$ cat src/rtl/assert_macros.svh
// Assertion macros shared by the filter RTL.
// No dependencies; each user file must have i_clk and i_rst_n in scope.
`ifndef ASSERT_MACROS_SVH
`define ASSERT_MACROS_SVH

// Property checked on every rising clock edge outside reset.
`define ASSERT_CLK(name, prop, msg) \
    name: assert property (@(posedge i_clk) disable iff (!i_rst_n) prop) \
        else $error(msg);

// Condition that must never be seen outside reset.
`define ASSERT_NEVER(name, cond, msg) \
    name: assert property (@(posedge i_clk) disable iff (!i_rst_n) !(cond)) \
        else $error(msg);

`endif

$ cat src/rtl/bm3_pkg.sv
// Shared types and constants of the 3x3 box-mean filter.
// No dependencies.
package bm3_pkg;

    localparam int DATA_W     = 8;
    localparam int ROW_W      = 12;
    localparam int OUT_COL_W  = 10;
    localparam int IMG_W_W    = 11;
    localparam int IMG_H_W    = 13;
    localparam int CFG_W      = 13;
    localparam int CFG_IDX_W  = 4;
    localparam int COLSUM_W   = 10;
    localparam int SUM_W      = 12;
    localparam int RECIP_W    = 13;
    localparam int PROD_W     = SUM_W + RECIP_W;
    localparam int RECIP_SHIFT = 16;

    localparam int DEF_MAX_WIDTH = 1024;
    localparam int MAX_HEIGHT    = 4096;
    localparam int MIN_DIM       = 3;
    localparam int Q_DEPTH       = 8;

    // largest window sum: 9 * 255
    localparam logic [SUM_W-1:0] MAX_SUM = SUM_W'(9 * 255);

    // floor(x / 9) == (x * 7282) >> 16 for x <= 9 * 255
    localparam logic [RECIP_W-1:0] RECIP_9 = RECIP_W'(7282);

    localparam logic [IMG_W_W-1:0] RESET_IMG_WIDTH  = IMG_W_W'(1024);
    localparam logic [IMG_H_W-1:0] RESET_IMG_HEIGHT = IMG_H_W'(1024);

    // configuration register indexes
    localparam logic [CFG_IDX_W-1:0] REG_IMAGE_WIDTH  = CFG_IDX_W'(0);
    localparam logic [CFG_IDX_W-1:0] REG_IMAGE_HEIGHT = CFG_IDX_W'(1);

    typedef struct packed {
        logic [DATA_W-1:0] top;
        logic [DATA_W-1:0] mid;
        logic [DATA_W-1:0] bot;
    } t_column;

    typedef struct packed {
        logic [ROW_W-1:0]     row;
        logic [OUT_COL_W-1:0] col;
        logic [DATA_W-1:0]    value;
        logic                 done;
    } t_result;

    // results caused by one pixel: interior mean first, border copy second
    typedef struct packed {
        logic    int_valid;
        t_result int_res;
        logic    bord_valid;
        t_result bord_res;
    } t_pair;

endpackage

$ cat src/rtl/bm3_cell.sv
// One window cell: holds a 3-pixel column and its sum, passes it on when shifted.
// Depends on bm3_pkg.
module bm3_cell (
    input  logic             i_clk,
    input  logic             i_shift,
    input  bm3_pkg::t_column i_col,
    output bm3_pkg::t_column o_col,
    output logic [bm3_pkg::COLSUM_W-1:0] o_sum
);
    import bm3_pkg::*;

    t_column               r_col;
    logic [COLSUM_W-1:0]   r_sum;
    logic [COLSUM_W-1:0]   n_sum;

    assign n_sum = COLSUM_W'(i_col.top) + COLSUM_W'(i_col.mid) + COLSUM_W'(i_col.bot);

    always_ff @(posedge i_clk) begin
        if (i_shift) begin
            r_col <= i_col;
            r_sum <= n_sum;
        end
    end

    assign o_col = r_col;
    assign o_sum = r_sum;

endmodule

$ cat config.mk
export PLATFORM = sky130hd
export DESIGN_NAME = bm3_cell
export DESIGN_NICKNAME = d
export VERILOG_FILES = /design/src/rtl/assert_macros.svh /design/src/rtl/bm3_pkg.sv /design/src/rtl/bm3_cell.sv
export SDC_FILE = /design/constraint.sdc
export NUM_CORES = 1
export LEC_CHECK = 0
export ABC_AREA = 1
export BUFFER_PORTS_ARGS = -buffer_cell sky130_fd_sc_hd__buf_2
export CORE_MARGIN = 3
export CORE_UTILIZATION = 48
export CTS_BUF_LIST = sky130_fd_sc_hd__clkbuf_16
export DETAILED_ROUTE_END_ITERATION = 10
export GPL_ROUTABILITY_DRIVEN = 0
export PLACE_DENSITY_LB_ADDON = 0.2
export SKIP_LAST_GASP = 1
export SLEW_MARGIN = 10
export SYNTH_ARGS = -nofsm -noshare
export SYNTH_HDL_FRONTEND = slang
export SYNTH_SLANG_ARGS = --single-unit
$ cat constraint.sdc
create_clock -name i_clk -period 2.21 [get_ports i_clk]
set_input_delay 0.1105 -clock i_clk [delete_from_list [all_inputs] [get_ports i_clk]]
set_output_delay 0.1105 -clock i_clk [all_outputs]
set_load 0.02 [all_outputs]
# Word level (Yosys, flattened, before mapping)
# Cells that the tools add are included.
word_totals:
  word_cells: 6
  input_bits: 26
  ff_bits: 34
  output_inout_bits: 34
op_classes:
  addsub: 2
ops:
  columns: ["cell", "count"]
  rows:
  - ["$add 9x8->10", 1]
  - ["$add 8x8->9", 1]

# Longest topological paths before layout
# Gate-level depths: netlist of the first run.
logic_depth:
  ltp_word: 2
  depth_mapped: 11
  ltp_nobuf: 11

# Worst setup path before layout of the first run
# Ideal clock, no wire load.
synth_timing:
  kind: "input port to flip-flop"
  from: "input i_col[1] (netlist name)"
  to: "register r_sum[7] (netlist: o_sum[7]) (data pin)"
  arrival_ns: 1.559
  slack_ns: 0.399
  stages: 9
  path_cell_list: "fa_1 ha_1 fa_1 nand2_1 nand2_1 nand3b_4 nand2_1 nand2_1 nand2_1"
synth_between:
  elab_chain_cells: 1
synth_rtl:
  columns: ["item", "line_no", "source"]
  rows:
  - ["start, declared", "bm3_cell.sv:6", "input bm3_pkg::t_column i_col,"]
  - ["$add 9x8->10", "bm3_cell.sv:16", "assign n_sum = COLSUM_W'(i_col.top) + COLSUM_W'(i_col.mid) + COLSUM_W'(i_col.bot);"]
  - ["net n_sum[7]", "bm3_cell.sv:14", "logic [COLSUM_W-1:0] n_sum;"]
  - ["end signal, assigned", "bm3_cell.sv:21", "r_sum <= n_sum;"]
  - ["end, declared", "bm3_cell.sv:13", "logic [COLSUM_W-1:0] r_sum;"]
# The timed path passes the listed nets, and every way through them passes these cells.
# A chain may end at the register's enable or synchronous reset.

# Worst setup path after layout of the first run
# Same ends and word-level chain as after synthesis.

==> run summary, run 1 <==
status: complete, no violations
drt pass-1 iters: 4
CP arrival: 1.79 ns
Ports: 60
CTS root buffer: clkbuf_16
Die W: 63.0 um
Worst-Margin Slew: 0.742 ns
syn_area_per_cell: 14.6 sq um
Leak Pwr: 0.953 nW
hold path depth: 1
PD cells: 940 nW/um^2
DR vias: 986
drt first-iter violations: 53
post-synthesis cell type count: 18
RSZ-0062 raised after global routing: false
storage element area: 1020 sq um
post-DR wirelength/cell: 12.3 um
diodes inserted: 0
startpoint types: input pin
GRT overflow: 0
vias in the first global route: 1065
setup violators final: 0
fin area: 2050 sq um
gr usage total: 15.4%
CTS H-tree depth: 2
antenna violations before repair: 0
area of the multi-input gates: 479 sq um
Mapped Area: 1560 sq um
hold_buf cts: 0
clock edge transition at the registers on the reported setup and hold paths: 0.05 ns
DIE HEIGHT: 63.0 um
most frequent cells in the layout: buf_2, edfxtp_1, nand2_1
placed cell count: 210
Worst Path Max Fanout: 3
antenna viol nets, final: 0
Synth area leaders: edfxtp_1, fa_1, ha_1
Ys Warns: 0
Worst Hold Launch: i_col[8]
CTS tree: yes
Routed WL: 2.68 mm
Hold Vio Cnt, Final: 0
fill cell count: 226
fin crit period: 1.75 ns
clock tree buffer depth: 2
Seq/Total Area, Yosys: 65.4%
core footprint: 3080 sq um
setup TNS: 0 ns
Post-CTS Setup Repair Bufs: 0
num rows: 20
fin worst setup slack: 0.458 ns
Slew headroom: 50.5%
#FFs+latches synth: 34
commonest non-fill, non-tap cell in the layout: buf_2
Final nets: 215
worst vdd ir: 0.000473 V
Resize count post-CTS: 0
Synth top area share: 65.4%
hold_ws: 0.0229 ns
post-DP HPWL: 2.04 mm
initial core utilization: 50.7%
Hold EP: o_col[8]
MaxCap Viol Count: 0
Post-DP Area: 1910 sq um
post-place setup slack: 0.161 ns
layout cells sized above 1: 40.2%
Residual DRC: 0
synthesis-to-finish area growth: 31.5%
kind of critical path: input pin to flop
Post-Synthesis Cells: 107
Synth area leader: edfxtp_1
Achievable Freq: 0.571 GHz
number of CTS-inserted buffers: 5
clk sinks: 34
CP required: 2.24 ns
die footprint: 3970 sq um
crit share post-route: 79.3%
hold crit path type: input pin to flop
syn nets: 149
vias per cell: 4.52
crit end category: flop
IO Port Bufs: 59
pin count of the biggest net entering global routing: 35
Non-Filler Instances: 218
first-pass GRT wire length: 4.53 mm
Slew Limit Fails: 0
-- where the power goes --
part	total, mW	internal [mW]	switching (mW)
Sequential	0.828	0.811	0.0168
Combinational	0.447	0.168	0.279
Clock	0.654	0.410	0.244
Total	1.93	1.39	0.539
-- worst max-delay path: stages --
cell and delay [ns]:
buf_2 0.12, fa_1 0.48, ha_1 0.24, fa_1 0.40, nand2_1 0.08, nand2_1 0.10
nand3b_4 0.10, nand2_1 0.05, nand2_1 0.06, nand2_1 0.04
-- synthesized netlist by cell type --
cell,instances
or2_1,1
or2_4,1
inv_1,15
xnor2_1,2
nand3_1,4
and2_1,1
nor2_1,3
xor2_1,1
a21oi_1,3
nand2_1,21
inv_2,1
nand3b_1,1
nand2_2,1
fa_1,9
edfxtp_1,34
ha_1,7
nand3b_4,1
o21ai_0,1
-- stage by stage --
stage / total power, mW / utilization, %
final: 1.93 / 66.7
after global routing: 2.04 / 66.7
after CTS: 1.96 / 66.7
after detailed placement: 1.29 / 62.1
after global placement: 1.28 / 62.1
after floorplan: 1.14 / -
-- routing by layer --
metal / up-vias / global-route usage, % / share of wire [%] / wire length (um)
met2: 32 / 25.6 / 52 / 1390
met4: 0 / 6.06 / 1.5 / 41
li1: 489 / - / - / -
met3: 6 / 8.27 / 7.9 / 212
met5: - / 0 / 0 / 0
met1: 459 / 16.2 / 39 / 1040
-- how the worst max path moves through the flow --
stage,from,endpoint,slack [ns],depth (start not counted)
global route,i_col[1],o_sum[7],0.37,10
CTS,i_col[1],o_sum[7],0.45,10
floorplan,i_col[1],o_sum[7],0.40,9
finish,i_col[1],o_sum[7],0.46,10
detailed placement,i_col[1],o_sum[7],0.16,10
global placement,i_col[1],o_sum[7],0.20,10
-- kinds of logic after synthesis --
family,Yosys count,synth area share (%)
simple gates,34,10.6
flops,34,65.4
buf+inv,16,3.85
fa+ha+maj,16,17.2
compound gates,4,1.28
xor+xnor,3,1.68
-- flip-flops by register name (all words and copies together) (netlist names) --
name / count
o_col: 24
o_sum: 10
-- layout make-up --
cell class / instances / share of cell area (%)
Sequential cell: 34 / 49.8
Multi-Input combinational cell: 57 / 23.4
Timing Repair Buffer: 59 / 14.4
Clock buffer: 5 / 6.10
Inverter: 16 / 2.93
Tap cell: 44 / 2.68
Clock inverter: 3 / 0.793
Note: power is estimated with default switching activity, not from simulation.
==> inputs of run 2 (changes only) <==
--- a/config.mk
+++ b/config.mk
@@ -5,10 +5,10 @@
 export SDC_FILE = /design/constraint.sdc
 export NUM_CORES = 1
 export LEC_CHECK = 0
-export ABC_AREA = 1
+export ABC_AREA = 0
 export BUFFER_PORTS_ARGS = -buffer_cell sky130_fd_sc_hd__buf_2
 export CORE_MARGIN = 3
-export CORE_UTILIZATION = 48
+export CORE_UTILIZATION = 43
 export CTS_BUF_LIST = sky130_fd_sc_hd__clkbuf_16
 export DETAILED_ROUTE_END_ITERATION = 10
 export GPL_ROUTABILITY_DRIVEN = 0
==> constraint.sdc (replaced) <==
create_clock -name i_clk -period 1.6 [get_ports i_clk]
set_input_delay 0.08 -clock i_clk [delete_from_list [all_inputs] [get_ports i_clk]]
set_output_delay 0.08 -clock i_clk [all_outputs]
set_load 0.02 [all_outputs]
==> run summary, run 2 <==
Slew headroom: 84.1%
initial core utilization: 46.8%
number of CTS-inserted buffers: 5
crit share post-route: 109%
setup TNS: -0.399 ns
Slew Limit Fails: 0
Async SR Flop Fraction: 0%
syn nets: 126
layout cells sized above 1: 49.7%
Post-synth top flop: edfxtp_1
synthesis-to-finish area growth: 53.0%
Worst Path Max Fanout: 2
fin crit period: 1.75 ns
hold path depth: 1
Synth area leader: edfxtp_1
Synth top area share: 68.6%
Hold EP: o_col[19]
drt pass-1 iters: 4
hold crit path type: input pin to flop
CTS root buffer: clkbuf_16
gr usage total: 16.4%
antenna viol nets, final: 0
Seq/Total Area, Yosys: 68.6%
MaxCap Viol Count: 0
most numerous cell in the Yosys netlist: edfxtp_1
violated checks: setup timing
vias in the first global route: 1098
commonest non-fill, non-tap cell in the layout: buf_2
Worst-Margin Slew: 0.239 ns
Residual DRC: 0
drt first-iter violations: 57
vias per cell: 4.70
Largest register FFs: 24
core footprint: 3180 sq um
Tot Pwr: 2.79 mW
clock tree buffer depth: 2
Die W: 64.8 um
pin count of the biggest net entering global routing: 29
placed cell count: 193
hold_ws: 0.0108 ns
most frequent cells in the layout: buf_2, edfxtp_1, dlygate4sd3_1
DR vias: 1011
crit end category: flop
Post-Synthesis Cells: 84
clk sinks: 34
status: finished with violations
kind of critical path: input pin to flop
first-pass GRT wire length: 5.10 mm
#FFs+latches synth: 34
CTS tree: yes
PD cells: 1230 nW/um^2
DIE HEIGHT: 64.8 um
fin worst setup slack: -0.148 ns
worst vdd ir: 0.000909 V
CP required: 1.62 ns
Non-Filler Instances: 215
Synth area leaders: edfxtp_1, fa_1, ha_1
Commonest cells post-synth: edfxtp_1, inv_1, fa_1
die footprint: 4200 sq um
post-synthesis cell type count: 16
clock edge transition at the registers on the reported setup and hold paths: 0.05 ns
Achievable Freq: 0.572 GHz
CTS H-tree depth: 2
diodes inserted: 0
Mapped Area: 1490 sq um
post-place setup slack: -0.536 ns
Ys Warns: 0
num rows: 20
Worst Hold Launch: i_col[19]
Final nets: 212
post-DR wirelength/cell: 13.7 um
Hold Vio Cnt, Final: 0
antenna violations before repair: 0
CP arrival: 1.77 ns
Leak Pwr: 0.970 nW
post-DP HPWL: 2.09 mm
IO Port Bufs: 59
Ports: 60
Routed WL: 2.95 mm
GRT overflow: 0
number of flops mapped to enable cells by yosys: 34
startpoint types: input pin
setup violators final: 4
RSZ-0062 raised after global routing: true
syn_area_per_cell: 17.7 sq um
run 2: area by class of cell:
cell class / instances / area, sq um
Clock inverter: 3 / 12.5
Inverter: 10 / 37.5
Fill cell: 233 / 902
Sequential cell: 34 / 1020
Timing Repair Buffer: 79 / 515
Tap cell: 44 / 55.1
Clock buffer: 5 / 125
Multi-Input combinational cell: 40 / 509
run 2: report_power, final:
part / internal, mW / switching [mW] / leakage, nW
clock: 0.561 / 0.326 / 0.0724
combinational: 0.337 / 0.418 / 0.565
sequential: 1.12 / 0.0248 / 0.333
total: 2.02 / 0.769 / 0.970
run 2: routing by layer:
layer  share of wire, %  GRT usage (%)
met5                  0              0
met3                7.9           6.24
met4                2.4           7.65
met2                 54           29.0
met1                 36           17.1
run 2: repair_timing:
item                                    CTS  global route
gates resized for setup                  13             2
gates cloned                              0             0
pin swaps                                14             1
hold endpoints to repair                 13             0
hold buffers                             13             0
endpoints found under the setup margin    4             4
buffers inserted                          1             0
run 2: logic make-up (layout without fill, tap and decap cells):
group	Yosys count	in the layout	synth area share, %
compound gates	17	17	7.40
fa+ha+maj	16	16	18.0
simple gates	2	2	0.504
flops	34	34	68.6
buf+inv	10	97	2.52
xor+xnor	5	5	2.94
run 2: worst max-delay path by stage:
stage,from,to,cells after the start
final,i_col[9],o_sum[7],8
after global routing,i_col[9],o_sum[7],8
after global placement,i_col[1],o_sum[7],8
after floorplan,i_col[1],o_sum[7],7
after CTS,i_col[9],o_sum[7],8
after detailed placement,i_col[1],o_sum[7],8
run 2: worst max-delay path: stages:
cell	delay (ns)
buf_2	0.11
fa_1	0.46
ha_2	0.20
fa_2	0.36
a21oi_4	0.15
o21ai_1	0.11
a211oi_2	0.23
a21oi_1	0.06
run 2: stage by stage:
stage / area [sq um] / utilization [%]
CTS: 2260 / 71.3
global route: 2280 / 71.6
detailed placement: 1910 / 60.0
finish: 2280 / 71.6
global placement: 1910 / 60.0
floorplan: 1500 / -
