`src/rtl/assert_macros.svh`:
```
// Assertion macros shared by the filter RTL.
// No dependencies; each user file must have i_clk and i_rst_n in scope.
`ifndef ASSERT_MACROS_SVH
`define ASSERT_MACROS_SVH

// Property checked on every rising clock edge outside reset.
`define ASSERT_CLK(name, prop, msg) \
    name: assert property (@(posedge i_clk) disable iff (!i_rst_n) prop) \
        else $error(msg);

// Condition that must never be seen outside reset.
`define ASSERT_NEVER(name, cond, msg) \
    name: assert property (@(posedge i_clk) disable iff (!i_rst_n) !(cond)) \
        else $error(msg);

`endif

```
`src/rtl/bm3_pkg.sv`:
```
// Shared types and constants of the 3x3 box-mean filter.
// No dependencies.
package bm3_pkg;

    localparam int DATA_W     = 8;
    localparam int ROW_W      = 12;
    localparam int OUT_COL_W  = 10;
    localparam int IMG_W_W    = 11;
    localparam int IMG_H_W    = 13;
    localparam int CFG_W      = 13;
    localparam int CFG_IDX_W  = 4;
    localparam int COLSUM_W   = 10;
    localparam int SUM_W      = 12;
    localparam int RECIP_W    = 13;
    localparam int PROD_W     = SUM_W + RECIP_W;
    localparam int RECIP_SHIFT = 16;

    localparam int DEF_MAX_WIDTH = 1024;
    localparam int MAX_HEIGHT    = 4096;
    localparam int MIN_DIM       = 3;
    localparam int Q_DEPTH       = 8;

    // largest window sum: 9 * 255
    localparam logic [SUM_W-1:0] MAX_SUM = SUM_W'(9 * 255);

    // floor(x / 9) == (x * 7282) >> 16 for x <= 9 * 255
    localparam logic [RECIP_W-1:0] RECIP_9 = RECIP_W'(7282);

    localparam logic [IMG_W_W-1:0] RESET_IMG_WIDTH  = IMG_W_W'(1024);
    localparam logic [IMG_H_W-1:0] RESET_IMG_HEIGHT = IMG_H_W'(1024);

    // configuration register indexes
    localparam logic [CFG_IDX_W-1:0] REG_IMAGE_WIDTH  = CFG_IDX_W'(0);
    localparam logic [CFG_IDX_W-1:0] REG_IMAGE_HEIGHT = CFG_IDX_W'(1);

    typedef struct packed {
        logic [DATA_W-1:0] top;
        logic [DATA_W-1:0] mid;
        logic [DATA_W-1:0] bot;
    } t_column;

    typedef struct packed {
        logic [ROW_W-1:0]     row;
        logic [OUT_COL_W-1:0] col;
        logic [DATA_W-1:0]    value;
        logic                 done;
    } t_result;

    // results caused by one pixel: interior mean first, border copy second
    typedef struct packed {
        logic    int_valid;
        t_result int_res;
        logic    bord_valid;
        t_result bord_res;
    } t_pair;

endpackage

```
`src/rtl/bm3_out_queue.sv`:
```
// Result queue: holds result pairs, hands them out one result per transfer.
// Depends on bm3_pkg and assert_macros.svh.
`include "assert_macros.svh"

module bm3_out_queue #(
    parameter int DEPTH = bm3_pkg::Q_DEPTH
) (
    input  logic             i_clk,
    input  logic             i_rst_n,
    input  logic             i_push,
    input  bm3_pkg::t_pair   i_pair,
    output logic             o_tvalid,
    input  logic             i_tready,
    output bm3_pkg::t_result o_res,
    output logic             o_pop
);
    import bm3_pkg::*;

    localparam int AW    = (DEPTH > 1) ? $clog2(DEPTH) : 1;
    localparam int CNT_W = $clog2(DEPTH + 1);

    t_pair            r_mem [DEPTH];
    logic [AW-1:0]    r_wr_ptr, n_wr_ptr;
    logic [AW-1:0]    r_rd_ptr, n_rd_ptr;
    logic [CNT_W-1:0] r_count,  n_count;
    logic             r_sub,    n_sub;

    t_pair            head;
    logic             take_second;
    logic             xfer;

    assign head        = r_mem[r_rd_ptr];
    assign take_second = r_sub || !head.int_valid;
    assign o_tvalid    = (r_count != '0);
    assign o_res       = take_second ? head.bord_res : head.int_res;
    assign xfer        = o_tvalid && i_tready;
    // entry is freed once its last result leaves
    assign o_pop       = xfer && (take_second || !head.bord_valid);

    always_comb begin
        n_wr_ptr = r_wr_ptr;
        n_rd_ptr = r_rd_ptr;
        n_count  = r_count;
        n_sub    = r_sub;
        if (i_push) begin
            n_wr_ptr = (r_wr_ptr == AW'(DEPTH - 1)) ? '0 : r_wr_ptr + 1'b1;
        end
        if (o_pop) begin
            n_rd_ptr = (r_rd_ptr == AW'(DEPTH - 1)) ? '0 : r_rd_ptr + 1'b1;
            n_sub    = 1'b0;
        end else if (xfer) begin
            n_sub    = 1'b1;
        end
        n_count = r_count + CNT_W'(i_push) - CNT_W'(o_pop);
    end

    always_ff @(posedge i_clk) begin
        if (!i_rst_n) begin
            r_wr_ptr <= '0;
            r_rd_ptr <= '0;
            r_count  <= '0;
            r_sub    <= 1'b0;
        end else begin
            r_wr_ptr <= n_wr_ptr;
            r_rd_ptr <= n_rd_ptr;
            r_count  <= n_count;
            r_sub    <= n_sub;
        end
    end

    always_ff @(posedge i_clk) begin
        if (i_push) begin
            r_mem[r_wr_ptr] <= i_pair;
        end
    end

    `ASSERT_NEVER(a_q_overflow, i_push && !o_pop && (r_count == CNT_W'(DEPTH)),
        "result queue overflow")
    `ASSERT_CLK(a_q_second_ok, r_sub |-> (o_tvalid && head.int_valid && head.bord_valid),
        "second result selected on an entry without two results")

endmodule

```
`config.mk`:
```
export PLATFORM = sky130hd
export DESIGN_NAME = bm3_out_queue
export DESIGN_NICKNAME = d
export VERILOG_FILES = /design/src/rtl/bm3_pkg.sv /design/src/rtl/bm3_out_queue.sv
export VERILOG_INCLUDE_DIRS = /design/src /design/src/rtl
export SDC_FILE = /design/constraint.sdc
export NUM_CORES = 1
export LEC_CHECK = 0
export ABC_CLOCK_PERIOD_IN_PS = 7800
export BUFFER_PORTS_ARGS = -buffer_cell sky130_fd_sc_hd__buf_2
export CAP_MARGIN = 25
export CELL_PAD_IN_SITES_DETAIL_PLACEMENT = 1
export CELL_PAD_IN_SITES_GLOBAL_PLACEMENT = 2
export CORE_ASPECT_RATIO = 0.6
export CORE_MARGIN = 2
export CORE_UTILIZATION = 25
export DETAILED_ROUTE_END_ITERATION = 12
export PLACE_DENSITY_LB_ADDON = 0.1
export SETUP_SLACK_MARGIN = 0.05
export SYNTH_ARGS = -nofsm -noshare
export SYNTH_HDL_FRONTEND = slang
export SYNTH_SLANG_ARGS = --single-unit
```
`constraint.sdc`:
```
create_clock -name i_clk -period 7.8 [get_ports i_clk]
set_input_delay 1.17 -clock i_clk [delete_from_list [all_inputs] [get_ports i_clk]]
set_output_delay 1.17 -clock i_clk [all_outputs]
set_load 0.01 [all_outputs]
```
# Yosys cells after proc, flatten, opt, wreduce, memory -nomap -nowiden
# Memory sizes are Yosys's and may differ from the RTL's. A register that Yosys moved wholly into a read port is not among the register bits.
# Cells that the tools add are included.
# classes
n_reduce_logical	8
n_eq_ne	2
addsub	4
bitwise_logic	1
n_mux	7
# ops
op	n
31-bit 2-to-1 mux	1
3-bit 2-to-1 mux	4
3-bit by 1-bit adder with 3-bit output (second input constant)	2
3-bit == test (second input constant)	2
4-bit by 1-bit adder with 4-bit output	1
4-bit nonzero test	1
4-bit by 1-bit subtractor with 4-bit output	1
1-bit logical AND	2
1-bit logical NOT	2
1-bit logical OR	2
1-bit 2-to-1 mux	2
2-bit OR reduction	1
1-bit NOT	1
# word_totals
input_bits	68
ff_bits	11
out_inout_bits	33
mem_count	1
wordCells	27
ram_bits	512
# mem_list
name	depth	word_bits	read_ports	rd_clocked_by_memory_dff	write_ports	line	source
r_mem	8	64	1	1	1	bm3_out_queue.sv:22	t_pair r_mem [DEPTH];

# Logic depth before layout (Yosys ltp)
# Gate-level depths: netlist of the first run.
# depth
word_depth	6
ltp_mapped	12
ltp_nobuf	12

# Least setup slack after synthesis of the first run
# No wires, ideal clock.
# synth_path
kind	input -> register
start	input port i_push
end	memory r_mem[0][0] (netlist bit), enable pin
path_stages	2
setup_time_ns	0.565
required_time_ns	7.235
path_buffers	0
setup_slack_ns	1.620
arrival_time_ns	5.615
path_cell_list	nand2b_1 nor3_1
# synth_between
elab_chain_len	2
# synth_lines
element	line	source
start: declaration	bm3_out_queue.sv:10	input logic i_push,
1-bit 2-to-1 mux	bm3_out_queue.sv:72	if (i_push) begin
1-bit 2-to-1 mux (implied by the code)	bm3_out_queue.sv:73	r_mem[r_wr_ptr] <= i_pair;
end: declaration	bm3_out_queue.sv:22	
# Every way passes these cells.

==> metrics.cfg, run 1 <==
[outcome]
status=finished, final reports clean

[pwr]
p_leak_nw=7.342
p_per_area_nw_per_um2=308.6
vdd_drop_max_v=0.0002587

[global_routing]
grt_max_degree=93
grt_pass1_wl_um=73330
first_global_vias=9995
grt-ovfl-total=0
antenna_found_initial=4
gr-usage-met3_pct=2.512
grt_use_met1_pct=17.79
grt_use_total_pct=12.23
globalRoute.busiestLayer=met2
use_met2_pct=18.71

[logic_synthesis]
ys_ff_latch=526
avgSynthCellArea_um2=23.37
synth-seq-area-share_pct=77.44
synth_nets=943
synth_top_area_share_pct=76.05
syn-cell-area_um2=20220
ys_top_cells_by_area=edfxtp_1 (76%), mux4_2 (14%), mux2i_1 (4.9%)
ys_warn_count=0
synth_cell_types=37
synth_area_leader_cell=edfxtp_1
syn_inst=865

[critical_path]
critPathKind=flop to primary output
cp_slowest_cell=buf_4
cp_max_fo=42
crit_chain=buf_4 -> mux2i_1 -> a2bb2oi_2 -> nand2_2 -> buf_4 -> mux2i_1 -> buf_2
critPathMaxStageDelay_ps=650
crit_path_end_kind=primary output
critPathTopFamily=buffers and inverters
cp-start-kind=flop
crit_buf_inv=3
critPathRequiredTime_ps=6630
crit_arrival_ps=3720

[timing]
timing_hold_violations_final=0
min_period_over_period_pct=62.70
max-slew-margin-rel_pct=37.03
rsz0062_at_grt=false
fmax_ghz=0.2045
tightest_slew_ps=944.5
drv_slew=0
setup_tns_ps=0
setup_viol=0
fin_worst_skew_ps=16.08
layout_min_cycle_time_ps=4891

[clock_network]
clockBufferDepth=3
postCtsResizedCells=0
root_buffer=clkbuf_16
cts_hold_buf=0
cts_made_buffers=53
clkLatencyLatePin_ps=610
clk_pin_slew_ps=60
clock_sinks=526
htreeDepth=2
postCtsSetupRepairBufs=0
cts_tree=done

[floorplan]
start_util_pct=25.34
core_area_um2=79780
ios=101
die_y_um=224.3
die_x_um=371.1
row_count=80
dieArea_um2=83230

[placed_design]
hpwl_um=27040
gp_congestion=0.6554
portBuffers=100

[route]
drc_errors=0
antenna_left=0
totalWireLength_um=50160
drt-initial-drc-count=550
wire_per_inst_um=23.76
num_vias=9009
dr.pass1.iters=4
via_per_inst=4.268

[finish]
multi_input_area_um2=4379
n_antenna_cell=0
synthToLayoutAreaGrowth_pct=17.82
regArea_um2=15670
fill_cells=7952
final_core_util_pct=29.86
nets=1080
layout-drive-gt1-share_pct=32.92

[worst_hold_path]
hp-class=flop to flop

[job]
maxCapViolCount=0

==> where the power goes <==
part	switching, mW	total [mW]	internal, mW
registers	0.0861	3.27	3.18
clock network	1.09	2.57	1.48
logic	0.781	1.51	0.730
==> synthesized netlist by cell type, drive strengths merged <==
library cell and number:
mux4 127, clkbuf 7, a21oi 3, o2bb2ai 1, buf 33, ha 9
xor2 2, nor3 2, o2111ai 1, o22ai 1, fa 1, mux2 1
a21o 1, dfxtp 14, nor2 9, inv 8, nor2b 3, a31oi 1
edfxtp 512, or3b 2, or3 1, nand3b 1, nand2 10, mux2i 98
a21boi 1, nand4 3, nand4b 1, a2bb2oi 1, a211o 1, nand2b 2
and2 8
==> kinds of logic after synthesis <==
family	after synthesis	synth area share [%]
fa+ha+maj	10	0.6561
buf+inv	48	1.170
mux	226	19.08
flops	526	77.44
xor+xnor	2	0.08667
simple gates	42	1.108
compound gates	11	0.4642
==> state kept, by name, summed over array words and instances, names as in the netlist, named ones only <==
signal and flops:
r_rd_ptr 3, r_wr_ptr 3, r_sub 1, r_mem 512, r_count 4
==> tightest hold or removal path, cell delays in order (launching register included) <==
cell and delay [ps]:
dfxtp_1 330, nand2_1 50, a21boi_0 70
==> cell usage in the layout (no fill, tap or decap), types with 2 or more instances in the layout <==
cell | netlist | layout
nor2b_1 | 3 | 3
buf_2 | 27 | 100
dfxtp_4 | 0 | 3
edfxtp_1 | 512 | 512
buf_4 | 4 | 21
bufinv_16 | 0 | 6
a21oi_1 | 2 | 2
inv_1 | 8 | 8
and2_1 | 8 | 8
ha_1 | 9 | 9
clkinvlp_4 | 0 | 4
clkinv_1 | 0 | 11
nor2_4 | 0 | 6
nor3_2 | 0 | 2
xor2_1 | 2 | 2
nand2b_1 | 2 | 2
clkbuf_16 | 0 | 55
nand2_1 | 9 | 9
clkinv_2 | 0 | 12
nand4_1 | 3 | 3
mux4_2 | 127 | 127
clkbuf_1 | 7 | 9
mux2i_1 | 98 | 98
nor2_1 | 9 | 3
dfxtp_1 | 14 | 11
==> per-layer routing <==
metal  routed length, um  vias up  share of wire (%)
met3                1883       65                3.8
li1                    -     3923                  -
met1               24890     4882                 50
met4                 819        4                1.6
met5                  26        -              0.052
met2               22540      135                 45
==> path summary, 6_finish.rpt <==
kind,from,end,slack (ps),cells past startpoint
max,flop,o_res[20],2910,7
min,r_sub,r_sub,500,2
max reg2reg,flop,r_count[2],4490,10
min reg2reg,r_sub,r_sub,500,2
==> per-stage QoR <==
step	worst slack [ps]	power (mW)	instances	hold slack, ps	area [um2]
5_1_grt	2559	7.727	2111	535.8	23820
6_report	2909	7.350	2111	502.3	23820
2_1_floorplan	1621	4.382	865	453.9	20220
3_3_place_gp	3390	4.922	2013	477.5	22090
4_1_cts	2700	7.532	2111	512.1	23820
3_5_place_dp	3352	4.913	2013	496.4	22090
==> area by class of cell <==
type	count	share of cell area, %
Tap cell	1066	5.600
Timing Repair Buffer	122	2.847
Inverter	8	0.1261
Multi-Input combinational cell	291	18.39
Clock inverter	34	1.345
Clock buffer	64	5.920
Sequential cell	526	65.78
(Power assumes the default switching activity.)
==> run 2: changes to the inputs <==
--- a/config.mk
+++ b/config.mk
@@ -6,7 +6,8 @@
 export SDC_FILE = /design/constraint.sdc
 export NUM_CORES = 1
 export LEC_CHECK = 0
-export ABC_CLOCK_PERIOD_IN_PS = 7800
+export ABC_AREA = 1
+export ABC_CLOCK_PERIOD_IN_PS = 4900
 export BUFFER_PORTS_ARGS = -buffer_cell sky130_fd_sc_hd__buf_2
 export CAP_MARGIN = 25
 export CELL_PAD_IN_SITES_DETAIL_PLACEMENT = 1
==> constraint.sdc (replaced) <==
create_clock -name i_clk -period 4.9 [get_ports i_clk]
set_input_delay 0.735 -clock i_clk [delete_from_list [all_inputs] [get_ports i_clk]]
set_output_delay 0.735 -clock i_clk [all_outputs]
set_load 0.01 [all_outputs]
==> metrics.cfg, run 2 <==
[pwr]
p_leak_nw=7.872  ; was 7.342 nW
p_per_area_nw_per_um2=584.2  ; was 308.6 nW/um2
clkPwrFrac_pct=28.7  ; was 35.0%
power_mw=14.10  ; was 7.350 mW
pwr-share-comb_pct=34.5  ; was 20.6%
vdd_drop_max_v=0.0004176  ; was 0.0002587 V
p_sw_mw=5.402  ; was 1.954 mW
swShare_pct=38.31  ; was 26.59%
p_int_mw=8.698  ; was 5.395 mW
seqPwrFrac_pct=36.8  ; was 44.5%

[global_routing]
grt_use_total_pct=15.11  ; was 12.23%
antenna_found_initial=7  ; was 4
first_global_vias=13380  ; was 9995
grt_pass1_wl_um=95830  ; was 73330 um
grt_max_degree=168  ; was 93
grt-ovfl-total=0  ; unchanged

[logic_synthesis]
ys_top_cells_by_area=edfxtp_1 (74%), o21ai_0 (5.9%), nor2_1 (5.8%)  ; was edfxtp_1 (76%), mux4_2 (14%), mux2i_1 (4.9%)
async_flop_share_pct=0  ; unchanged
ys_ff_latch=526  ; unchanged
avgSynthCellArea_um2=13.70  ; was 23.37 um2
yosysMostFrequentCell=edfxtp_1  ; unchanged
synth_cell_types=33  ; was 37
synth-edff-count=512  ; unchanged
yosys_most_used_dff=edfxtp_1  ; unchanged
syn_inst=1526  ; was 865
synth_nets=1604  ; was 943
ys_warn_count=0  ; unchanged
synth_area_leader_cell=edfxtp_1  ; unchanged
synth_top_area_share_pct=73.55  ; was 76.05%
syn-cell-area_um2=20900  ; was 20220 um2
synth-seq-area-share_pct=74.89  ; was 77.44%
synth_top_cells_by_count=edfxtp_1 (512), nor2_1 (322), o21ai_0 (246)  ; was edfxtp_1 (512), mux4_2 (127), mux2i_1 (98)

[clock_network]
postCtsSetupRepairBufs=0  ; unchanged
cts_made_buffers=54  ; was 53
clk_pin_slew_ps=60  ; about the same
cts_tree=done  ; unchanged
htreeDepth=2  ; unchanged
root_buffer=clkbuf_16  ; unchanged
clock_sinks=526  ; unchanged
cts_hold_buf=0  ; unchanged
clockBufferDepth=3  ; unchanged
clkLatencyLatePin_ps=620  ; was 610 ps
postCtsResizedCells=0  ; unchanged

[route]
wire_per_inst_um=23.78  ; was 23.76 um
dr.pass1.iters=5  ; was 4
via_per_inst=4.609  ; was 4.268
num_vias=12620  ; was 9009
totalWireLength_um=65130  ; was 50160 um
drc_errors=0  ; unchanged
drt-initial-drc-count=624  ; was 550
antenna_left=0  ; unchanged

[critical_path]
critPathRequiredTime_ps=4160  ; was 6630 ps
cp_slowest_cell=buf_12  ; was buf_4
crit_arrival_ps=3430  ; was 3720 ps
crit_chain=inv_6 -> buf_12 -> o21ai_0 -> o221ai_1 -> nand2_1 -> o21ai_1 -> buf_2  ; was buf_4 -> mux2i_1 -> a2bb2oi_2 -> nand2_2 -> buf_4 -> mux2i_1 -> buf_2
crit_path_end_kind=primary output  ; unchanged
critPathKind=flop to primary output  ; unchanged
critPathMaxStageDelay_ps=560  ; was 650 ps
cp-start-kind=flop  ; unchanged
cp_max_fo=133  ; was 42

[timing]
timing_hold_violations_final=0  ; unchanged
max-slew-margin-rel_pct=35.47  ; was 37.03%
rsz0062_at_grt=false  ; unchanged
fin_ws_ps=737.8  ; was 2909 ps
drv_slew=0  ; unchanged
layout_min_cycle_time_ps=4162
min_period_over_period_pct=84.94
setup_tns_ps=0  ; unchanged
holdWs_ps=400.9  ; was 502.3 ps
fin_worst_skew_ps=20.06  ; was 16.08 ps
fmax_ghz=0.2403
tightest_slew_ps=965.6  ; was 944.5 ps
setup_viol=0  ; unchanged

[worst_hold_path]
hp-class=input pin to flop  ; was flop to flop
hp-start=i_pair[14]  ; was r_sub

[placed_design]
place_ws_ps=1338  ; was 3352 ps
gp_congestion=0.6801  ; was 0.6554
hpwl_um=34030  ; was 27040 um
portBuffers=100  ; unchanged

[finish]
nets=1680  ; was 1080
layout-drive-gt1-share_pct=14.63  ; was 32.92%
n_antenna_cell=0  ; unchanged
final_common_cell=edfxtp_1  ; unchanged
largest_register=r_mem  ; unchanged
fill_cells=8892  ; was 7952
largest_reg_flops=512  ; unchanged
top_regs=r_mem x512, r_count x4  ; unchanged
final_cell_mix=edfxtp_1 (512), nor2_1 (314), o21ai_0 (246)  ; was edfxtp_1 (512), mux4_2 (127), buf_2 (100)
synthToLayoutAreaGrowth_pct=15.45  ; was 17.82%

[job]
maxCapViolCount=0  ; unchanged

[floorplan]
core_area_um2=83100  ; was 79780 um2
row_count=82  ; was 80
die_y_um=228.0  ; was 224.3 um
dieArea_um2=86020  ; was 83230 um2
start_util_pct=25.15  ; was 25.34%
ios=101  ; unchanged
die_x_um=377.3  ; was 371.1 um

[outcome]
status=finished, final reports clean  ; unchanged

## run 2: cell count changes in the layout (fill, tap and decap cells not counted), moves of 56 or more
cell      change
o211ai_1     +62
mux2i_1      -98
nor2_1      +311
mux4_2      -127
o221ai_1     +62
o21ai_0     +246
nand2_1      +56
## run 2: worst paths after layout
kind                                endpoint  cells past startpoint  slack (ps)
worst min register to register   r_wr_ptr[0]                      2         500
worst max register to register    r_count[2]                     13        1970
worst max-delay path                o_res[0]                      7         740
worst min-delay path            r_mem[0][14]                      1         400
## run 2: through the flow
step	instance area, um2	instances	utilization, %
6_report	24130	2739	29.04
5_1_grt	24130	2739	29.04
4_1_cts	24130	2739	29.04
3_5_place_dp	22460	2638	27.03
3_3_place_gp	22460	2638	27.03
2_1_floorplan	20900	1526	-
## run 2: routing by layer
metal	up-vias	GRT usage, %	wire (um)
met5	-	0	34
met2	165	23.47	28780
li1	5859	-	-
met3	89	2.631	2237
met4	4	3.488	1223
met1	6506	21.91	32860
## run 2: power by group through the flow
stage                     logic, mW  registers [mW]  clock network (mW)
after CTS                      5.02            5.19                4.21
after global routing           5.42            5.21                4.37
after detailed placement       5.01            5.29                   0
after floorplan                3.10            5.24                   0
after global placement         4.99            5.29                   0
final                          4.86            5.19                4.05
## run 2: area by class of cell
| class | count | area [um2] | area share (%) |
|---|---|---|---|
| multi-input combinational | 868 | 4519 | 18.73 |
| timing repair buffer | 124 | 793.3 | 3.287 |
| inverter | 28 | 116.4 | 0.4821 |
| clock buffer | 76 | 1485 | 6.154 |
| clock inverter | 25 | 190.2 | 0.7880 |
| tap | 1092 | 1366 | 5.661 |
| sequential | 526 | 15660 | 64.90 |
## run 2: cell families after synthesis
kind of cell,after synthesis,synth area share (%)
AOI/OAI and AO/OA,415,12.16
xor gates and xnor gates,1,0.04191
adders and majority gates,10,0.6345
buffers and inverters,132,3.777
DFF,526,74.89
and+or+nand+nor,442,8.494
## run 2: worst max-delay path: cells and delay by family (launching register included)
family          cells  cell delay (ps)
flops               1              420
simple gates        1               70
compound gates      3              910
buf+inv             3             1220
